[src/hdl/edvd_pkg.sv]
`timescale 1ns / 1ps
// Shared types, field widths and constant tables of the valley detector.
package edvd_pkg;

  // Field widths of one input beat and one result beat
  localparam int OP_W    = 2;
  localparam int ROW_W   = 8;
  localparam int COL_W   = 7;
  localparam int PIX_W   = 8;
  localparam int STR_W   = 8;
  localparam int SUM_W   = 19;
  localparam int S_DATA_W = 32;
  localparam int M_DATA_W = 8;

  // Operation codes on the input stream
  localparam logic [OP_W-1:0] OP_CLEAR  = 2'd0;
  localparam logic [OP_W-1:0] OP_WRITE  = 2'd1;
  localparam logic [OP_W-1:0] OP_DETECT = 2'd2;

  // Command queue between front and back
  localparam int FIFO_DEPTH = 2;
  localparam int FIFO_PTR_W = 1;
  localparam int FIFO_CNT_W = 2;

  typedef enum logic [1:0] {
    CMD_CLEAR,
    CMD_WRITE,
    CMD_DETECT,
    CMD_ZERO
  } cmd_e;

  typedef struct packed {
    cmd_e             kind;
    logic [ROW_W-1:0] row;
    logic [COL_W-1:0] col;
    logic [PIX_W-1:0] pixel;
  } cmd_t;

  typedef enum logic [1:0] {
    BK_IDLE,
    BK_WSUM,
    BK_TAPS,
    BK_FINISH
  } bk_state_e;

  // Window taps: index 0 is the centre, then four taps (a, b, d, e) per direction
  localparam int NTAPS  = 33;
  localparam int STEP_W = 6;
  localparam int NDIRS  = 8;
  localparam int DIR_W  = 3;

  localparam int TAP_DR [NTAPS] = '{
     0,
     0,  0,  0,  0,
    -2, -1,  1,  2,
    -4, -2,  2,  4,
    -4, -2,  2,  4,
    -4, -2,  2,  4,
    -4, -2,  2,  4,
    -4, -2,  2,  4,
    -2, -1,  1,  2
  };

  localparam int TAP_DC [NTAPS] = '{
     0,
    -4, -2,  2,  4,
    -4, -2,  2,  4,
    -4, -2,  2,  4,
    -2, -1,  1,  2,
     0,  0,  0,  0,
     2,  1, -1, -2,
     4,  2, -2, -4,
     4,  2, -2, -4
  };

  localparam int DIR_WEIGHT [NDIRS] = '{5, 4, 3, 2, 1, 2, 3, 4};

  // Reciprocals for exact division of small values by 7 and by 5
  localparam logic [13:0] RECIP7      = 14'd9363;
  localparam logic [13:0] RECIP5      = 14'd13108;
  localparam int          RECIP_SHIFT = 16;

endpackage

[src/hdl/edvd_fifo.sv]
`timescale 1ns / 1ps
// Short command queue between the front and the back.
module edvd_fifo (
  input  logic           clk_i,
  input  logic           rst_ni,
  input  logic           push_i,
  input  edvd_pkg::cmd_t wdata_i,
  input  logic           pop_i,
  output edvd_pkg::cmd_t head_o,
  output logic           full_o,
  output logic           empty_o
);

  import edvd_pkg::*;

  cmd_t                  mem_q [FIFO_DEPTH];
  logic [FIFO_PTR_W-1:0] wr_ptr_q, wr_ptr_d;
  logic [FIFO_PTR_W-1:0] rd_ptr_q, rd_ptr_d;
  logic [FIFO_CNT_W-1:0] cnt_q, cnt_d;

  assign full_o  = (cnt_q == FIFO_CNT_W'(FIFO_DEPTH));
  assign empty_o = (cnt_q == '0);
  assign head_o  = mem_q[rd_ptr_q];

  // Advance pointers and count
  always_comb begin
    wr_ptr_d = wr_ptr_q;
    rd_ptr_d = rd_ptr_q;
    cnt_d    = cnt_q;
    if (push_i) begin
      wr_ptr_d = wr_ptr_q + 1'b1;
    end
    if (pop_i) begin
      rd_ptr_d = rd_ptr_q + 1'b1;
    end
    if (push_i && !pop_i) begin
      cnt_d = cnt_q + 1'b1;
    end else if (!push_i && pop_i) begin
      cnt_d = cnt_q - 1'b1;
    end
  end

  always_ff @(posedge clk_i or negedge rst_ni) begin
    if (!rst_ni) begin
      wr_ptr_q <= '0;
      rd_ptr_q <= '0;
      cnt_q    <= '0;
    end else begin
      wr_ptr_q <= wr_ptr_d;
      rd_ptr_q <= rd_ptr_d;
      cnt_q    <= cnt_d;
    end
  end

  // Store the pushed command
  always_ff @(posedge clk_i) begin
    if (push_i) begin
      mem_q[wr_ptr_q] <= wdata_i;
    end
  end

endmodule

[config.mk]
export PLATFORM = sky130hd
export DESIGN_NAME = edvd_fifo
export DESIGN_NICKNAME = d
export VERILOG_FILES = /design/src/hdl/edvd_pkg.sv /design/src/hdl/edvd_fifo.sv
export SDC_FILE = /design/constraint.sdc
export NUM_CORES = 1
export LEC_CHECK = 0
export ABC_AREA = 0
export BUFFER_PORTS_ARGS = -buffer_cell sky130_fd_sc_hd__buf_4
export CAP_MARGIN = 20
export CORE_ASPECT_RATIO = 1.1
export CORE_MARGIN = 2
export CORE_UTILIZATION = 50
export CTS_CLUSTER_DIAMETER = 30
export DETAILED_ROUTE_END_ITERATION = 8
export GPL_ROUTABILITY_DRIVEN = 0
export GPL_TIMING_DRIVEN = 0
export PLACE_DENSITY_LB_ADDON = 0.08
export SETUP_SLACK_MARGIN = 0.15
export SYNTH_ARGS = -nofsm -noshare
export SYNTH_HDL_FRONTEND = slang
export SYNTH_SLANG_ARGS = --single-unit
[constraint.sdc]
create_clock -name clk_i -period 3.3 [get_ports clk_i]
set_input_delay 0.66 -clock clk_i [delete_from_list [all_inputs] [get_ports clk_i]]
set_output_delay 0.66 -clock clk_i [all_outputs]
set_load 0.01 [all_outputs]
Yosys cells after proc, flatten, opt, wreduce, memory -nomap -nowiden
Memories as Yosys holds them, arrays and structs flattened.
Cells that the tools add are included.
{"block": "totals", "regBits": 4, "ram_bits": 50, "in_bits": 29, "out_inout_bits": 27, "word_cells": 19, "n_memories": 1}
{"block": "op_classes", "n_addsub": 4, "eq_ne": 1, "mux": 4, "reduce_logical": 6}
{"memory": "mem_q", "words": 2, "width": 25, "rd": 1, "rd_ports_with_merged_regs": 0, "write_ports": 1, "line": "edvd_fifo.sv:16", "source": "cmd_t mem_q [FIFO_DEPTH];"}
{"operator": "$mux 2", "count": 2}
{"operator": "$add 1x1->1 const B", "count": 2}
{"operator": "$add 2x1->2 const B", "count": 1}
{"operator": "$eq 2x2->1 const B", "count": 1}
{"operator": "$logic_and 1x1->1", "count": 2}
{"operator": "$logic_not 1->1", "count": 2}
{"operator": "$logic_not 2->1", "count": 1}
{"operator": "$mux 1", "count": 2}
{"operator": "$reduce_bool 2->1", "count": 1}
{"operator": "$sub 2x1->2 const B", "count": 1}

Depth between registers and ports, before layout
{"block": "depth", "ltp_word": 4, "mapped_depth": 5, "mapped_depth_nobuf": 5}

Least setup slack after synthesis
No wires, ideal clock.
{"block": "synth_path", "path_kind": "input-to-reg", "start": "input push_i", "end": "memory mem_q[0][0] (netlist bit), enable pin", "setup_time_ps": 410, "t_arrival_ps": 1809, "t_required_ps": 2890, "slack_ps": 1082, "cell_stages": 1, "path_buffers": 0, "cell_sequence": "nor2b_1"}
{"block": "synth_between", "elab_chain_len": 2}
{"item": "start, declared", "line": "edvd_fifo.sv:6", "source": "input logic push_i,"}
{"item": "$mux 1", "line": "edvd_fifo.sv:57", "source": "if (push_i) begin"}
{"item": "$mux 1 (implied by the code)", "line": "edvd_fifo.sv:58", "source": "mem_q[wr_ptr_q] <= wdata_i;"}
{"item": "end, declared", "line": "edvd_fifo.sv:16"}
Every way passes these cells.

==> impl_metrics.tcl <==
set metrics [dict create \
    status "finished clean" \
    finalNetCount 188 \
    core_um2 3990 \
    ioPinCount 56 \
    die_width_um 65.7 \
    ys_warn_count 0 \
    clkLatencyLatePin_ps 300 \
    dp_slack_ps 1170 \
    ys_types 13 \
    grt_first_pass_wirelength_mm 5.22 \
    setup_slack_ps 1210 \
    postCtsHoldBufs 0 \
    die_h_um 71.8 \
    fin_crit_sh_pct 63.3 \
    h-tree-depth 2 \
    cts_root_buffer "clkbuf_8" \
    irDropWorstVdd_mv 0.636 \
    r2r-end "mem_q[0][6]" \
    portBuffers 55 \
    crit_path_end_kind "output pin" \
    maxSlewViolCount 0 \
    r2r_start "wr_ptr_q" \
    track_usage_pct 15.3 \
    place_area_um2 2600 \
    leakage_nw 1.12 \
    cp-start-kind "register" \
    grt-ovfl-total 0 \
    ys_ff_latch 54 \
    tightestPinTransition_ps 568 \
    clock_skew_ps 3.48 \
    drive_gt1_share_pct 59.1 \
    finalSetupViolCount 0 \
    synth.avg_cell_area_um2 22.3 \
    ant_nets 0 \
    synthCells 94 \
    syn_area_um2 2090 \
    crit_fanout 10 \
    place_hpwl_mm 2.19 \
    grt_pass1_vias 1077 \
    maxCapViolations 0 \
    die-area_um2 4720 \
    rrSetupSlack_ps 1880 \
    drtIter0Drc 34 \
    post_drt_via_cell_ratio 4.77 \
    fillCellCount 274 \
    start_util_pct 52.4 \
    cts_buffers 5 \
    startpoint "rd_ptr_q" \
    seq_area_frac_synth_pct 76.6 \
    worst-endpoint-required_ps 2640 \
    grt_max_degree 26 \
    hp-class "input port to asynchronous set/reset pin" \
    cts_buffer_depth 2 \
    worst_slew_margin_rel_pct 62.0 \
    arrival_ps 1430 \
    fp-row-count 24 \
    cts_tree "built" \
    clkSlewWorstSetupHoldPaths_ps 90 \
    reg2reg_depth 2 \
    final-hold-violation-count 0 \
    cts_num_sinks 54 \
    hold_slack_ps 136 \
    worstSetupPathType "register to output pin" \
    post-cts-setup-buffers 0 \
    drcViolationCount 0 \
    min_period_ps 2090 \
    antenna_found_initial 0 \
    wire_per_inst_um 14.9 \
    drt_first_pass_iters 4 \
    rsz0062_at_grt "false" \
    drt_wl_total_mm 3.15 \
    timing.fmax_ghz 0.479 \
    area_growth_pct 32.2 \
    stdcell_area_um2 2770 \
    synth_nets 124 \
    power_density_nw_per_um2 839 \
    diodes 0 \
    finalSetupTns_ps 0 \
    cts_repair_resize_count 0 \
    vias 1007 \
]
## sequential cells by signal, summed over array words and instances (netlist names)
name      count
wr_ptr_q      1
mem_q        50
rd_ptr_q      1
cnt_q         2
## cells by family after synthesis
family	after synthesis	synth area share [%]
flip-flops	54	76.6
multiplexers	25	16.9
XOR/XNOR	5	2.09
AND/OR/NAND/NOR	5	1.26
buffers and inverters	4	2.63
adder cells (fa/ha/maj)	1	0.598
## through the flow
stage	power, mW	instances	util [%]
3_5_place_dp	1.83	202	65.1
6_report	2.32	211	69.2
3_3_place_gp	1.78	201	64.3
2_1_floorplan	1.49	94	-
4_1_cts	2.34	210	68.5
5_1_grt	2.43	211	69.2
## worst max-delay path, cell delays in order (launching register included)
cell     delay (ps)
dfrtp_1         390
buf_6           150
buf_12          150
mux2_4          300
buf_4           140
## Yosys cell counts, drive strengths merged
cell | instances | area, um^2
and2 | 1 | 6.26
buf | 3 | 51.3
dfrtp | 4 | 100
edfxtp | 50 | 1500
ha | 1 | 12.5
inv | 1 | 3.75
mux2 | 25 | 353
nor2 | 2 | 7.51
nor2b | 2 | 12.5
xnor2 | 1 | 8.76
xor2 | 4 | 35.0
## final cells by class
type	count	area [um^2]	share of cell area, %
inverter	1	3.75	0.136
timing repair buffer	57	468	16.9
buffer	3	51.3	1.86
multi-input combinational	36	438	15.8
sequential	54	1600	57.9
clock buffer	5	68.8	2.49
clock inverter	3	68.8	2.49
tap	52	65.1	2.35
## layout by cell type, fill, tap and decap left out, types with 2 or more instances in the layout
master     netlist  routed
buf_16           0       2
buf_12           2       2
bufinv_16        0       2
mux2_2           6       6
dfrtp_1          4       4
xor2_1           4       4
buf_4            0      55
nor2_1           2       2
mux2_4          19      19
edfxtp_1        50      50
clkbuf_8         0       5
## power by group
| part | switching (mW) | internal (mW) | total [mW] |
|---|---|---|---|
| clock network | 0.201 | 0.304 | 0.505 |
| logic | 0.349 | 0.503 | 0.853 |
| registers | 0.0489 | 0.913 | 0.962 |
| total | 0.599 | 1.72 | 2.32 |
## worst max path at each step
stage	endpoint	slack, ps
after floorplan	mem_q[0][0]	1080
after global placement	mem_q[0][21]	410
after detailed placement	mem_q[1][21]	1170
after CTS	head_o[18]	1190
after global routing	head_o[13]	1160
final	head_o[18]	1210
## metal layers
layer	wire [um]	global-route usage (%)
met1	1100	17.0
met2	1790	26.7
met3	201	5.02
met4	59	6.25
met5	0	0
Power figures use the tool's default switching activity.
