`config.mk`:
```
export PLATFORM = sky130hd
export DESIGN_NAME = edvd_front
export DESIGN_NICKNAME = d
export VERILOG_FILES = /design/src/hdl/edvd_pkg.sv /design/src/hdl/edvd_front.sv
export SDC_FILE = /design/constraint.sdc
export NUM_CORES = 1
export LEC_CHECK = 0
export BUFFER_PORTS_ARGS = -buffer_cell sky130_fd_sc_hd__buf_4
export CAP_MARGIN = 20
export CORE_AREA = 2 2 39 41
export DETAILED_ROUTE_END_ITERATION = 12
export DIE_AREA = 0 0 41 43
export PLACE_DENSITY_LB_ADDON = 0.3
export SYNTH_ARGS = -nofsm -noshare
export SYNTH_HDL_FRONTEND = slang
export SYNTH_SLANG_ARGS = --single-unit
```
`constraint.sdc`:
```
create_clock -name vclk -period 0.8
set_input_delay 0.04 -clock vclk [all_inputs]
set_output_delay 0.04 -clock vclk [all_outputs]
set_load 0.02 [all_outputs]
```
`src/hdl/edvd_pkg.sv`:
```
`timescale 1ns / 1ps
// Shared types, field widths and constant tables of the valley detector.
package edvd_pkg;

  // Field widths of one input beat and one result beat
  localparam int OP_W    = 2;
  localparam int ROW_W   = 8;
  localparam int COL_W   = 7;
  localparam int PIX_W   = 8;
  localparam int STR_W   = 8;
  localparam int SUM_W   = 19;
  localparam int S_DATA_W = 32;
  localparam int M_DATA_W = 8;

  // Operation codes on the input stream
  localparam logic [OP_W-1:0] OP_CLEAR  = 2'd0;
  localparam logic [OP_W-1:0] OP_WRITE  = 2'd1;
  localparam logic [OP_W-1:0] OP_DETECT = 2'd2;

  // Command queue between front and back
  localparam int FIFO_DEPTH = 2;
  localparam int FIFO_PTR_W = 1;
  localparam int FIFO_CNT_W = 2;

  typedef enum logic [1:0] {
    CMD_CLEAR,
    CMD_WRITE,
    CMD_DETECT,
    CMD_ZERO
  } cmd_e;

  typedef struct packed {
    cmd_e             kind;
    logic [ROW_W-1:0] row;
    logic [COL_W-1:0] col;
    logic [PIX_W-1:0] pixel;
  } cmd_t;

  typedef enum logic [1:0] {
    BK_IDLE,
    BK_WSUM,
    BK_TAPS,
    BK_FINISH
  } bk_state_e;

  // Window taps: index 0 is the centre, then four taps (a, b, d, e) per direction
  localparam int NTAPS  = 33;
  localparam int STEP_W = 6;
  localparam int NDIRS  = 8;
  localparam int DIR_W  = 3;

  localparam int TAP_DR [NTAPS] = '{
     0,
     0,  0,  0,  0,
    -2, -1,  1,  2,
    -4, -2,  2,  4,
    -4, -2,  2,  4,
    -4, -2,  2,  4,
    -4, -2,  2,  4,
    -4, -2,  2,  4,
    -2, -1,  1,  2
  };

  localparam int TAP_DC [NTAPS] = '{
     0,
    -4, -2,  2,  4,
    -4, -2,  2,  4,
    -4, -2,  2,  4,
    -2, -1,  1,  2,
     0,  0,  0,  0,
     2,  1, -1, -2,
     4,  2, -2, -4,
     4,  2, -2, -4
  };

  localparam int DIR_WEIGHT [NDIRS] = '{5, 4, 3, 2, 1, 2, 3, 4};

  // Reciprocals for exact division of small values by 7 and by 5
  localparam logic [13:0] RECIP7      = 14'd9363;
  localparam logic [13:0] RECIP5      = 14'd13108;
  localparam int          RECIP_SHIFT = 16;

endpackage

```
`src/hdl/edvd_front.sv`:
```
`timescale 1ns / 1ps
// Front end: unpacks input beats, classifies them and pushes commands.
module edvd_front #(
  parameter int FRAME_ROWS = 160,
  parameter int FRAME_COLS = 90
) (
  input  logic                      s_tvalid_i,
  output logic                      s_tready_o,
  input  logic [edvd_pkg::S_DATA_W-1:0] s_tdata_i,
  input  logic                      full_i,
  output logic                      push_o,
  output edvd_pkg::cmd_t            cmd_o
);

  import edvd_pkg::*;

  logic [OP_W-1:0]  op;
  logic [ROW_W-1:0] row;
  logic [COL_W-1:0] col;
  logic [PIX_W-1:0] pixel;
  logic             in_frame;
  logic             keep;
  cmd_e             kind;

  // Unpack the beat
  assign op    = s_tdata_i[OP_W-1:0];
  assign row   = s_tdata_i[OP_W +: ROW_W];
  assign col   = s_tdata_i[OP_W+ROW_W +: COL_W];
  assign pixel = s_tdata_i[OP_W+ROW_W+COL_W +: PIX_W];

  assign in_frame = (int'(row) < FRAME_ROWS) && (int'(col) < FRAME_COLS);

  // Classify: drop unknown ops and off-frame writes, answer off-frame detects with zero
  always_comb begin
    keep = 1'b1;
    kind = CMD_CLEAR;
    unique case (op)
      OP_CLEAR: begin
        kind = CMD_CLEAR;
      end
      OP_WRITE: begin
        kind = CMD_WRITE;
        keep = in_frame;
      end
      OP_DETECT: begin
        kind = in_frame ? CMD_DETECT : CMD_ZERO;
      end
      default: begin
        keep = 1'b0;
      end
    endcase
  end

  assign s_tready_o  = !full_i;
  assign push_o      = s_tvalid_i && !full_i && keep;
  assign cmd_o.kind  = kind;
  assign cmd_o.row   = row;
  assign cmd_o.col   = col;
  assign cmd_o.pixel = pixel;

endmodule

```
After elaboration in Yosys (flattened, before gate mapping)
Cells that the tools add are included.
{"block": "totals", "ff_bits": 0, "input_bits": 34, "out_inout_bits": 27, "word_cells": 13}
{"block": "op_classes", "order_cmp": 2, "eq_ne": 2, "muxes": 3, "n_reduce_logical": 6}
{"operator": "$lt A8 B8 Y1 const B", "n": 1}
{"operator": "$lt A7 B7 Y1 const B", "n": 1}
{"operator": "$pmux W2 S2", "n": 1}
{"operator": "$logic_and A1 B1 Y1", "n": 3}
{"operator": "$eq A2 B1 Y1 const B", "n": 1}
{"operator": "$eq A2 B2 Y1 const B", "n": 1}
{"operator": "$logic_not A2 Y1", "n": 1}
{"operator": "$pmux W1 S2", "n": 1}
{"operator": "$reduce_or A2 Y1", "n": 1}
{"operator": "$logic_not A1 Y1", "n": 1}
{"operator": "$mux W1", "n": 1}

Logic depth before layout (Yosys ltp)
Gate-level depths: netlist of run 1.
{"block": "logic_depth", "word_depth": 4, "depth_mapped": 5, "mapped_depth_nobuf": 5}

Worst setup path after synthesis of run 1
No wires, ideal clock.
{"block": "synth_path", "kind": "input port to output port", "from": "in s_tdata_i[12] (netlist name)", "to": "out push_o", "t_arrival_ps": 704, "required_time_ps": 760, "setup_slack_ps": 56, "stages": 3, "path_buffers": 0, "path_cell_list": "o2111ai_2 > nand4_1 > a21oi_1"}
{"block": "synth_via", "elab_chain_cells": 4}
{"item": "start: declaration", "line": "edvd_front.sv:9", "text": "input logic [edvd_pkg::S_DATA_W-1:0] s_tdata_i,"}
{"item": "$lt A7 B7 Y1", "line": "edvd_front.sv:31", "text": "assign in_frame = (int'(row) < FRAME_ROWS) && (int'(col) < FRAME_COLS);"}
{"item": "$logic_and A1 B1 Y1", "line": "edvd_front.sv:31"}
{"item": "$pmux W1 S2", "line": "edvd_front.sv:37", "text": "unique case (op)"}
{"item": "$logic_and A1 B1 Y1", "line": "edvd_front.sv:55", "text": "assign push_o = s_tvalid_i && !full_i && keep;"}
{"item": "end: declaration", "line": "edvd_front.sv:11", "text": "output logic push_o,"}
No other way between the ends.

Worst setup path after layout of run 1
Ends and elaborated chain as after synthesis.

==> qor.txt, run 1 <==
io pins - 61
GRT overflow - 0
RSZ-0062 raised after global routing - yes
Sequential Power Share - 0
CP required - 760 ps
hold_sp - s_tdata_i[4]
Cell variety after synth - 11
die footprint - 1760 um2
post-synthesis area per instance - 7.39 um2
P per Cell Area - 552 nW/um2
syn_nets - 81
first-pass GRT wire length - 779 um
met1 Usage GRT - 0.0506
Final Routed Wirelength - 599 um
FFs & Latches - 0
worst setup margin - -3.96 ps
post-DR wirelength/cell - 9.66 um
share of layout cells above drive strength 1 - 0.761
worst hold path class - input pin to primary output
status - complete, but fails checks
# rows - 14
max-cap violation count - 0
critical path data arrival time - 760 ps
Yosys warning count - 0
CP endpoint kind - primary output
Leak - 0.217 nW
core area - 1380 um2
failing checks - negative setup slack
die height - 43 um
DR pass1 iterations - 1
synthesized area - 310 um2
most used routing layer - met2
switching portion of total power - 0.480
Die X - 41 um
via count - 251
Clock Buffer Count - 0
commonest non-fill, non-tap cells in the layout - buf_4 (22), ha_1 (3), buf_6 (3)
Setup CP Type - input pin to primary output
fin area - 450 um2
Area after DPL - 360 um2
register area - 0 um2
sequential area share after synthesis - 0
final hold vios - 0
maximum clock rate - 1240 MHz
Util after Layout - 0.325
initial antenna violation count - 0
post-route minimum period - 804 ps
Final setup violation count - 1
met3 usage - 0.00524
Critical Path, Cell by Cell - buf_8 > o2111ai_4 > nand4_1 > a21oi_2 > buf_4
Max VDD drop - 149 uV
Vias per Instance - 4.05
Starting Density - 0.224
CP max-delay cell - o2111ai_4
met2 Use GR - 0.134
fin. max-slew vios - 0
post-route clock period utilization - 1.00
setup TNS - -3.96 ps
Hold EP - cmd_o[17]
ANT cells - 0
Critical Path Source Type - input pin
Fin Hold WS - 80.0 ps
critical path's largest stage delay - 180 ps
vias in the first global route - 211
Total GRT Usage - 0.0599
DRT antenna net count - 0
Hold Crit Depth - 0
clock share of power - 0
pin count of the biggest net entering global routing - 5
Layout area overhead - 45.2%
Port Buffers - 26
CP Max Fanout - 2
relative slew slack - 0.889
most common cell after layout, fill and taps aside - buf_4
slew at the pin closest to its max-slew limit - 167 ps
synthesized instance count - 42
Logic pwr share - 1.000
Final Wtd Congestion - 0.587
Final #Nets - 87
First DRT Iteration DRCs - 0
DR DRC count - 0
Internal - 0.129 mW
Switch Pwr - 0.119 mW
worst max-delay path by stage:
| stage | start | endpoint | cells past startpoint |
|---|---|---|---|
| global placement | s_tdata_i[0] | cmd_o[23] | 7 |
| floorplan | s_tdata_i[12] | push_o | 3 |
| finish | s_tdata_i[12] | push_o | 5 |
| global route | s_tdata_i[12] | push_o | 5 |
| CTS | s_tdata_i[11] | cmd_o[23] | 5 |
| detailed placement | s_tdata_i[0] | cmd_o[23] | 7 |
synth_stat cells, drive strengths merged:
| library cell | instances | area, um2 |
|---|---|---|
| buf | 23 | 173 |
| ha | 5 | 62.6 |
| a21oi | 1 | 5.00 |
| o21ai | 1 | 5.00 |
| a31oi | 1 | 6.26 |
| nand4 | 1 | 6.26 |
| nand2 | 2 | 7.51 |
| inv | 4 | 15.0 |
| o21a | 1 | 7.51 |
| o2111ai | 1 | 15.0 |
| nor2 | 2 | 7.51 |
logic make-up after synthesis:
kind of cell,share of synthesized area
buffers and inverters,0.605
and+or+nand+nor,0.0686
AOI/OAI and AO/OA,0.125
adders and majority gates,0.202
critical path: cells and delay by family:
kind	cells	cell delay, ps
buffers and inverters	2	250
AND/OR/NAND/NOR	1	140
AO/OA/AOI/OAI	2	330
through the flow:
stage          total power [mW]  instances  setup WS, ps
3_5_place_dp              0.205         62          -114
3_3_place_gp              0.203         62         -71.6
4_1_cts                   0.233         62         -18.2
2_1_floorplan             0.217         42          56.0
6_report                  0.249         62         -3.96
5_1_grt                   0.270         62         -58.4
cell type report:
cell class | count | area [um2]
multi-input combinational | 15 | 166
fill | 154 | 933
tap | 16 | 20.0
inverter | 4 | 30.0
timing repair buffer | 27 | 234
power groups by stage:
stage / registers [mW] / clock network, mW / logic, mW
after CTS: 0 / 0 / 0.233
final: 0 / 0 / 0.249
after global routing: 0 / 0 / 0.270
after detailed placement: 0 / 0 / 0.205
after floorplan: 0 / 0 / 0.217
after global placement: 0 / 0 / 0.203
timing repair:
action / in CTS / in global routing
setup buffers: 0 / 0
hold endpoints to repair: 0 / 0
pin swaps: 6 / 5
resized for setup: 13 / 10
endpoints found under the setup margin: 2 / 2
hold buffers: 0 / 0
layer usage:
metal | routed length [um] | up-vias
li1 | - | 119
met1 | 179 | 114
met2 | 341 | 18
met3 | 78 | 0
met4 | 0 | 0
met5 | 0 | -
Power figures use the tool's default switching activity.
==> run 2: changes to the inputs <==
==> constraint.sdc (replaced) <==
create_clock -name vclk -period 0.85
set_input_delay 0.0425 -clock vclk [all_inputs]
set_output_delay 0.0425 -clock vclk [all_outputs]
set_load 0.02 [all_outputs]
==> run 2 against run 1 <==
Largest cell class unchanged. Design area increased by 4.4%. Non-clock buffer count up 2. Routed wire length decreased by 2.8%. Sequential cell count is the same. Combinational power fell by 2%. Utilization up 1.4 points. Critical path depth unchanged. The flow now finishes without violations. Global-route usage decreased by 0.60 points.
==> qor.txt, run 2 (synthesis gave the netlist of run 1 again) <==
Final Wtd Congestion - 0.572 (was 0.587)
most common cell after layout, fill and taps aside - buf_4 (unchanged)
Vias per Instance - 4.14 (was 4.05)
worst hold path class - input pin to primary output (unchanged)
Final Routed Wirelength - 582 um (was 599 um)
hold buffer count at cts - 0 (unchanged)
maximum clock rate - 1230 MHz
Util after Layout - 0.340 (was 0.325)
post-route minimum period - 812 ps
post-DR wirelength/cell - 9.09 um (was 9.66 um)
DR pass1 iterations - 1 (unchanged)
pin count of the biggest net entering global routing - 5 (unchanged)
RSZ-0062 raised after global routing - yes (unchanged)
Post-Place Cells - 62 (unchanged)
GRT overflow - 0 (unchanged)
hold_sp - s_tdata_i[4] (unchanged)
Starting Density - 0.224 (unchanged)
final hold vios - 0 (unchanged)
Max VDD drop - 158 uV (was 149 uV)
fin. max-slew vios - 0 (unchanged)
Critical Path Source Type - input pin (unchanged)
CP Max Fanout - 2 (unchanged)
status - completed (was complete, but fails checks)
post-route clock period utilization - 0.956
Final setup violation count - 0 (was 1)
hpwl dp - 464 um
register area - 0 um2 (unchanged)
via count - 265 (was 251)
# rows - 14 (unchanged)
vias in the first global route - 213 (was 211)
ANT cells - 0 (unchanged)
commonest non-fill, non-tap cells in the layout - buf_4 (23), buf_6 (4), ha_1 (3) (was buf_4 (22), ha_1 (3), buf_6 (3))
critical path data arrival time - 770 ps (was 760 ps)
final-layout fill cell count - 144 (was 154)
Leak - 0.229 nW (was 0.217 nW)
DRT antenna net count - 0 (unchanged)
DR DRC count - 0 (unchanged)
die height - 43 um (unchanged)
CP endpoint kind - primary output (unchanged)
FFs & Latches - 0 (unchanged)
Clock Buffer Count - 0 (unchanged)
core area - 1380 um2 (unchanged)
io pins - 61 (unchanged)
Final #Nets - 89 (was 87)
Port Buffers - 26 (unchanged)
First DRT Iteration DRCs - 0 (unchanged)
final non-filler cell total - 64 (was 62)
relative slew slack - 0.881 (was 0.889)
Setup CP Type - input pin to primary output (unchanged)
die footprint - 1760 um2 (unchanged)
initial antenna violation count - 0 (unchanged)
P per Cell Area - 519 nW/um2 (was 552 nW/um2)
Total GRT Usage - 0.0539 (was 0.0599)
Die X - 41 um (unchanged)
slew at the pin closest to its max-slew limit - 178 ps (was 167 ps)
CP required - 810 ps (was 760 ps)
max-cap violation count - 0 (unchanged)
share of layout cells above drive strength 1 - 0.750 (was 0.761)
Layout area overhead - 51.6% (was 45.2%)
Setup crit start - s_tdata_i[8] (was s_tdata_i[12])
Fin Hold WS - 85.0 ps (was 80.0 ps)
first-pass GRT wire length - 724 um (was 779 um)
==> run 2: changes by cell type in the layout (fill, tap and decap cells not counted), sizes merged <==
cell | before | now
buf | 27 | 29
==> run 2: per-layer routing <==
metal	share of wire	track usage	vias to the layer above
li1	-	-	125
met1	0.30	0.0506	122
met2	0.54	0.116	18
met3	0.16	0.00524	0
met4	0	0	0
met5	0	0	-
==> run 2: cell type report <==
cell class | count | area [um2] | area share
Inverter | 4 | 30.0 | 0.0638
Multi-Input combinational cell | 15 | 163 | 0.346
Tap cell | 16 | 20.0 | 0.0426
Timing Repair Buffer | 29 | 258 | 0.548
==> run 2: final timing paths <==
check / cells after the start / to / slack, ps
worst max-delay path: 5 / push_o / 40
worst min-delay path: 0 / cmd_o[17] / 90
==> run 2: worst max-delay path: stages <==
cell     delay [ps]
buf_4           110
o21ai_1         180
nand4_1         140
a21oi_2         150
buf_4           150
==> run 2: report_power, final <==
part	switching (mW)	total (mW)	internal [mW]
combinational	0.113	0.244	0.131
clock	0	0	0
sequential	0	0	0
total	0.113	0.244	0.131
==> run 2: what timing repair did <==
item,CTS,global route
buffers inserted,1,1
pin swaps,3,7
setup endpoints to repair,1,2
resized for setup,6,15
==> run 2: metrics by stage <==
| stage | total power [mW] | instance area [um2] | setup slack [ps] | TNS [ps] |
|---|---|---|---|---|
| after floorplan | 0.204 | 310 | 101 | 0 |
| after global placement | 0.191 | 360 | -43.6 | -43.6 |
| after detailed placement | 0.192 | 360 | -75.0 | -75.0 |
| after CTS | 0.207 | 390 | -0.867 | -0.867 |
| after global routing | 0.263 | 470 | -11.5 | -11.5 |
| final | 0.244 | 470 | 37.7 | 0 |
